**src/rtl/psms_pkg.sv**
```systemverilog
// ----------------------------------------------------------------------------
// psms_pkg: shared types and constants
// Item and result payloads, readout request and response, field widths.
// ----------------------------------------------------------------------------
`default_nettype none

package psms_pkg;

	localparam int STEP_W   = 10;
	localparam int SAMPLE_W = 24;
	localparam int SUM_W    = 36;
	localparam int SQ_W     = 60;
	localparam int N_W      = 12;

	localparam logic [N_W-1:0] RUN_COUNT_RESET = 12'd2;

	typedef enum logic {
		OP_ADD  = 1'b0,
		OP_READ = 1'b1
	} op_t;

	typedef struct packed {
		op_t                        operation;
		logic [STEP_W-1:0]          step_index;
		logic signed [SAMPLE_W-1:0] sample_value;
	} item_t;

	typedef struct packed {
		logic [STEP_W-1:0]          out_step;
		logic signed [SAMPLE_W-1:0] mean_value;
		logic [SAMPLE_W-1:0]        std_value;
	} result_t;

	typedef struct packed {
		logic              start;
		logic              in_range;
		logic [STEP_W-1:0] step;
		logic [N_W-1:0]    n;
		logic [SUM_W-1:0]  sum;
		logic [SQ_W-1:0]   sq;
	} stat_req_t;

	typedef struct packed {
		logic    done;
		result_t result;
	} stat_rsp_t;

endpackage

`default_nettype wire

```
**src/rtl/psms_stat.sv**
```systemverilog
// ----------------------------------------------------------------------------
// psms_stat: readout arithmetic sequencer
// Mean by restoring division, n*sumsq and sum^2 by shift-add, variance by
// restoring division, std by digit-by-digit square root. One bit per cycle.
// ----------------------------------------------------------------------------
`default_nettype none

module psms_stat import psms_pkg::*; (
	input  wire logic      clk,
	input  wire logic      arst_n,
	input  wire stat_req_t req,
	input  wire logic      take,
	output stat_rsp_t      rsp
);

	localparam int NUM_W  = 72;
	localparam int DIV_W  = 24;
	localparam int ROOT_W = 24;
	localparam int RREM_W = 26;

	typedef enum logic [2:0] {
		ST_IDLE,
		ST_MEAN,
		ST_MUL_NSQ,
		ST_MUL_SS,
		ST_SUB,
		ST_VAR,
		ST_ROOT,
		ST_DONE
	} state_t;

	state_t                state_q;
	logic [6:0]            cnt_q;
	logic [STEP_W-1:0]     step_q;
	logic [N_W-1:0]        n_q;
	logic                  neg_q;
	logic [SUM_W-1:0]      mag_q;
	logic [SQ_W-1:0]       sq_q;
	logic [NUM_W-1:0]      num_q;
	logic [NUM_W-1:0]      acc_q;
	logic [SUM_W-1:0]      mplr_q;
	logic [NUM_W-1:0]      dvd_q;
	logic [DIV_W-1:0]      div_q;
	logic [DIV_W-1:0]      rem_q;
	logic [ROOT_W-1:0]     root_q;
	logic [RREM_W-1:0]     rtrem_q;
	logic [SAMPLE_W-1:0]   mean_q;
	logic [SAMPLE_W-1:0]   std_q;

	logic [SUM_W-1:0]      req_mag;
	logic [DIV_W:0]        div_trial;
	logic                  div_ge;
	logic [DIV_W:0]        div_diff;
	logic [DIV_W-1:0]      rem_next;
	logic [NUM_W-1:0]      dvd_next;
	logic [NUM_W-1:0]      mcand;
	logic [NUM_W-1:0]      acc_next;
	logic [RREM_W+1:0]     root_trial;
	logic [RREM_W+1:0]     root_sub;
	logic                  root_ge;
	logic [DIV_W-1:0]      n_pair;

	function automatic logic [SAMPLE_W-1:0] mean_sat(input logic neg,
		input logic [SUM_W-1:0] q);
		logic [SAMPLE_W-1:0] r;
		if (!neg) begin
			r = (q > SUM_W'(24'h7FFFFF)) ? 24'h7FFFFF : q[SAMPLE_W-1:0];
		end else begin
			r = (q > SUM_W'(24'h800000)) ? 24'h800000 : (~q[SAMPLE_W-1:0] + 24'd1);
		end
		return r;
	endfunction

	assign req_mag   = req.sum[SUM_W-1] ? (~req.sum + 36'd1) : req.sum;

	assign div_trial = {rem_q, dvd_q[NUM_W-1]};
	assign div_ge    = div_trial >= {1'b0, div_q};
	assign div_diff  = div_trial - {1'b0, div_q};
	assign rem_next  = div_ge ? div_diff[DIV_W-1:0] : div_trial[DIV_W-1:0];
	assign dvd_next  = {dvd_q[NUM_W-2:0], div_ge};

	assign mcand    = (state_q == ST_MUL_NSQ) ? {12'd0, sq_q} : {36'd0, mag_q};
	assign acc_next = {acc_q[NUM_W-2:0], 1'b0} + (mplr_q[SUM_W-1] ? mcand : '0);

	// next two radicand bits come from the top of the 48-bit quotient
	assign root_trial = {rtrem_q, dvd_q[47:46]};
	assign root_sub   = {2'b00, root_q, 2'b01};
	assign root_ge    = root_trial >= root_sub;

	assign n_pair = DIV_W'(n_q) * DIV_W'(n_q - 12'd1);

	always_ff @(posedge clk or negedge arst_n) begin
		if (!arst_n) begin
			state_q <= ST_IDLE;
			cnt_q   <= '0;
			step_q  <= '0;
			n_q     <= '0;
			neg_q   <= 1'b0;
			mag_q   <= '0;
			sq_q    <= '0;
			num_q   <= '0;
			acc_q   <= '0;
			mplr_q  <= '0;
			dvd_q   <= '0;
			div_q   <= '0;
			rem_q   <= '0;
			root_q  <= '0;
			rtrem_q <= '0;
			mean_q  <= '0;
			std_q   <= '0;
		end else begin
			unique case (state_q)
				ST_IDLE: begin
					if (req.start) begin
						step_q <= req.step;
						n_q    <= req.n;
						neg_q  <= req.sum[SUM_W-1];
						mag_q  <= req_mag;
						sq_q   <= req.sq;
						mean_q <= '0;
						std_q  <= '0;
						dvd_q  <= {req_mag, 36'd0};
						rem_q  <= '0;
						div_q  <= DIV_W'(req.n);
						cnt_q  <= 7'd35;
						if (!req.in_range || req.n == '0) begin
							state_q <= ST_DONE;
						end else begin
							state_q <= ST_MEAN;
						end
					end
				end
				ST_MEAN: begin
					dvd_q <= dvd_next;
					rem_q <= rem_next;
					if (cnt_q == '0) begin
						mean_q <= mean_sat(neg_q, dvd_next[SUM_W-1:0]);
						acc_q  <= '0;
						mplr_q <= {n_q, 24'd0};
						cnt_q  <= 7'd11;
						// a single run has no spread
						state_q <= (n_q == 12'd1) ? ST_DONE : ST_MUL_NSQ;
					end else begin
						cnt_q <= cnt_q - 7'd1;
					end
				end
				ST_MUL_NSQ: begin
					if (cnt_q == '0) begin
						num_q   <= acc_next;
						acc_q   <= '0;
						mplr_q  <= mag_q;
						cnt_q   <= 7'd35;
						state_q <= ST_MUL_SS;
					end else begin
						acc_q  <= acc_next;
						mplr_q <= {mplr_q[SUM_W-2:0], 1'b0};
						cnt_q  <= cnt_q - 7'd1;
					end
				end
				ST_MUL_SS: begin
					acc_q  <= acc_next;
					mplr_q <= {mplr_q[SUM_W-2:0], 1'b0};
					cnt_q  <= cnt_q - 7'd1;
					if (cnt_q == '0) begin
						state_q <= ST_SUB;
					end
				end
				ST_SUB: begin
					if (num_q <= acc_q) begin
						state_q <= ST_DONE;
					end else begin
						dvd_q   <= num_q - acc_q;
						rem_q   <= '0;
						div_q   <= n_pair;
						cnt_q   <= 7'd71;
						state_q <= ST_VAR;
					end
				end
				ST_VAR: begin
					dvd_q <= dvd_next;
					rem_q <= rem_next;
					if (cnt_q == '0) begin
						root_q  <= '0;
						rtrem_q <= '0;
						cnt_q   <= 7'd23;
						if (dvd_next[NUM_W-1:48] != '0) begin
							std_q   <= 24'hFFFFFF;
							state_q <= ST_DONE;
						end else begin
							state_q <= ST_ROOT;
						end
					end else begin
						cnt_q <= cnt_q - 7'd1;
					end
				end
				ST_ROOT: begin
					rtrem_q <= root_ge ? RREM_W'(root_trial - root_sub)
						: RREM_W'(root_trial);
					root_q  <= {root_q[ROOT_W-2:0], root_ge};
					dvd_q   <= {dvd_q[NUM_W-3:0], 2'b00};
					cnt_q   <= cnt_q - 7'd1;
					if (cnt_q == '0) begin
						std_q   <= {root_q[ROOT_W-2:0], root_ge};
						state_q <= ST_DONE;
					end
				end
				ST_DONE: begin
					if (take) begin
						state_q <= ST_IDLE;
					end
				end
				default: begin
					state_q <= ST_IDLE;
				end
			endcase
		end
	end

	assign rsp.done              = (state_q == ST_DONE);
	assign rsp.result.out_step   = step_q;
	assign rsp.result.mean_value = mean_q;
	assign rsp.result.std_value  = std_q;

endmodule

`default_nettype wire
```
**config.mk**
```make
export PLATFORM = sky130hd
export DESIGN_NAME = psms_stat
export DESIGN_NICKNAME = d
export VERILOG_FILES = /design/src/rtl/psms_pkg.sv /design/src/rtl/psms_stat.sv
export SDC_FILE = /design/constraint.sdc
export NUM_CORES = 2
export LEC_CHECK = 0
export BUFFER_PORTS_ARGS = -buffer_cell sky130_fd_sc_hd__buf_2
export CAP_MARGIN = 40
export CORE_MARGIN = 1.5
export CORE_UTILIZATION = 50
export CTS_BUF_LIST = sky130_fd_sc_hd__clkbuf_8
export DETAILED_ROUTE_END_ITERATION = 12
export MAX_ROUTING_LAYER = met4
export PLACE_DENSITY_LB_ADDON = 0.25
export SETUP_SLACK_MARGIN = 0.2
export SYNTH_ARGS = -nofsm -noshare
export SYNTH_HDL_FRONTEND = slang
export SYNTH_SLANG_ARGS = --single-unit
export TNS_END_PERCENT = 10
```
**constraint.sdc**
```tcl
create_clock -name clk -period 9.41 [get_ports clk]
set_clock_uncertainty 0.2 [all_clocks]
set_input_delay 0.941 -clock clk [delete_from_list [all_inputs] [get_ports clk]]
set_output_delay 0.941 -clock clk [all_outputs]
set_load 0.02 [all_outputs]
```
==> metrics <==
Worst setup EP type=flip-flop; CP required=9770 ps; DR DRC count=0; H-tree depth=3; final wirelength=120700 µm; commonest cells in the netlist=nand2_1 (991), dfrtp_1 (527), o21ai_0 (389), inv_1 (366), a21oi_1 (343); initial antenna violation count=5; Simple-Gate Fraction of Synth Area=19.35%; root buf cell=clkbuf_8; critical path class=reg2reg; worst min path class=in2async; CP max stage delay=560 ps; Ports=182; Initial Util=50.71%; Max Cap Viol=0; cell count after placement=5934; Syn. warnings=0; DR vias=35650; die extent in x=286.5 µm; clk_lat worst skew=720 ps; busiest grt layer=met2; reg2reg setup slack=950 ps; Final Cycle Share=89.87%; CTS hold repair buffers=0; drt pass-1 iters=7; Hold Fails Final Rpt=0; largest net degree at the start of global routing=111; count leader, synth=nand2_1; post-route ant nets=0; Finish-stage setup viols=0; Worst Path Arrival=8820 ps; Async SR Flop Fraction=100.0%; NumNets Final=5497; VDD IR-drop max=0.1062 mV; fin crit period=8457 ps; Layout Cells excl Fill=6103; global-route wire length before repair=191500 µm; Synth Flop Type=dfrtp_1; cells after synthesis=4917; wire per inst=19.78 µm; Synth Area in Compound Gates=21.08%; clock-pin transition on the worst setup and hold timing paths=70 ps; most used cell along the critical path=fa_1; met3 Use GR=4.547%; Max Slew Vio Count=0; clk buf depth=3; post-synthesis mux area share=0.9401%; Worst setup SP type=flip-flop; RSZ-0062 raised after global routing=false; worst path bufs/invs=6; Final GP Congestion=0.9539; r2r worst-path depth=27; clk sinks=527; FMAX=118.2 MHz; GRT met1 Usage=40.46%; Via density=5.842; Area growth syn-to-layout=9.333%; Initial DRC Count=3306; global-route usage over all layers=30.19%; XOR/XNOR share of the synthesized area=5.186%; Mapped Nets=5435; Max transition margin=39.08%; top cells by area, synth=dfrtp_1 (33%), nand2_1 (9.3%), ha_1 (8.8%), fa_1 (5.6%), o21ai_0 (4.8%); adder-cell share of the synthesized area=14.41%; top cell type's share of synthesized area=32.81%; main combinational cell family by area after synthesis=compound AO/OA/AOI/OAI gates; register area share after synthesis=32.81%; crit path max fanout=16; post-CTS sizing=0; layout cells sized above 1=8.736%; Die Y=286.5 µm; vias in the first global route=34510; Worst path top cell family by delay=adder cells; leakage=0.02158 µW; number of synthesized flops with an enable pin=0; Synth Area per Inst=8.174 µm²; routing usage on met2=46.96%; reg2reg end=div_q[22]; core footprint=0.07926 mm²; Slowest cell on crit path=fa_1; worst slew pin tran=913.8 ps; Std-Cell Rows=103; TNS Setup=0 ps; outcome=finished, final reports clean; post-synth cell types=95; CTS tree=done; post-CTS setup buffer count=0; die area=0.08209 mm²; total CTS buffers=93; FF+latch count, synth=527; Hold Slack=107.9 ps; Pwr per Cell Area=107.7 mW/mm²; largest area contributor in the netlist=dfrtp_1; total congestion overflow=0; PortBufs=181; FF-to-FF Start=n_q[0]; hpwl dp=90580 µm; Place WS=961.8 ps; final setup margin=952.8 ps; Synth Cell Area=0.04019 mm²
==> cells in the final DEF (no fill, tap or decap), types with 61 or more instances in the layout <==
cell type and instances:
clkbuf_8 119, o21ai_0 389, nand3_1 63, nor2_1 243, fa_1 113, dfrtp_1 525
nand2b_1 100, a22o_1 71, a21oi_1 343, nand4_1 75, xnor2_1 129, a21o_1 92
inv_1 392, nor3_1 61, buf_2 182, xor2_1 109, nand2_1 989, ha_1 282
==> cells by family after synthesis <==
kind of cell	count (synthesis)
simple gates	1748
compound gates	1333
buf+inv	639
flops	527
fa+ha+maj	395
xor+xnor	238
mux	37
==> state kept, by name, indices dropped and copies added (netlist names) <==
register  count
num_q        72
std_q        24
div_q        24
rem_q        24
acc_q        72
state_q       3
n_q          12
step_q       10
mean_q       24
neg_q         1
rtrem_q      26
dvd_q        72
root_q       24
mplr_q       36
mag_q        36
cnt_q         7
sq_q         60
==> worst register-to-register path, stage by stage, from the launching register on <==
cell      delay (ps)
dfrtp_1          360
buf_4            190
inv_1            330
ha_1             210
inv_1             50
or3_1            390
or3_1            450
or2_2            340
ha_1             550
nand2b_1         190
fa_1             460
fa_1             560
inv_1             60
fa_1             500
fa_1             520
fa_1             550
inv_1             50
fa_1             490
inv_1             40
ha_1             320
nand3_1           80
o21ai_0          340
o21ai_0          220
o21ai_0          300
a21oi_1          120
o21bai_1         180
xnor2_1          140
o21ai_0           90
==> per-layer routing <==
| metal | part of all wire [%] | up-vias |
|---|---|---|
| li1 | - | 17130 |
| met5 | 0 | - |
| met4 | 3.2 | 0 |
| met3 | 6.4 | 232 |
| met2 | 46 | 1167 |
| met1 | 45 | 17120 |
==> layout make-up <==
class | instances | area (µm²)
inverters | 370 | 1389
diodes | 5 | 12.51
flip-flops and latches | 527 | 13190
multi-input cells | 3751 | 24600
clock inverters | 45 | 381.6
clock buffers | 119 | 1638
repair buffers | 236 | 1415
fillers | 7498 | 35310
well taps | 1050 | 1314
==> worst max path at each step <==
stage | cells after the start | to | start
floorplan | 29 | div_q[22] | n_q[0]
global placement | 27 | div_q[22] | n_q[0]
detailed placement | 27 | div_q[22] | n_q[0]
CTS | 27 | div_q[22] | n_q[0]
global route | 27 | div_q[22] | n_q[0]
finish | 27 | div_q[22] | n_q[0]
==> power by group <==
group / internal (µW) / total, µW / switching [µW]
clock network: 1300 / 2330 / 1030
registers: 2270 / 2270 / 0
logic: 32.7 / 140 / 107
==> per-stage QoR <==
stage                     utilization, %  area (µm²)  power [µW]
after floorplan                        -       40190        2334
after global placement             52.67       41740        2447
after detailed placement           52.88       41910        2448
after CTS                          55.43       43930        4788
after global routing               55.44       43940        4890
final                              55.44       43940        4732
(Power assumes the default switching activity.)
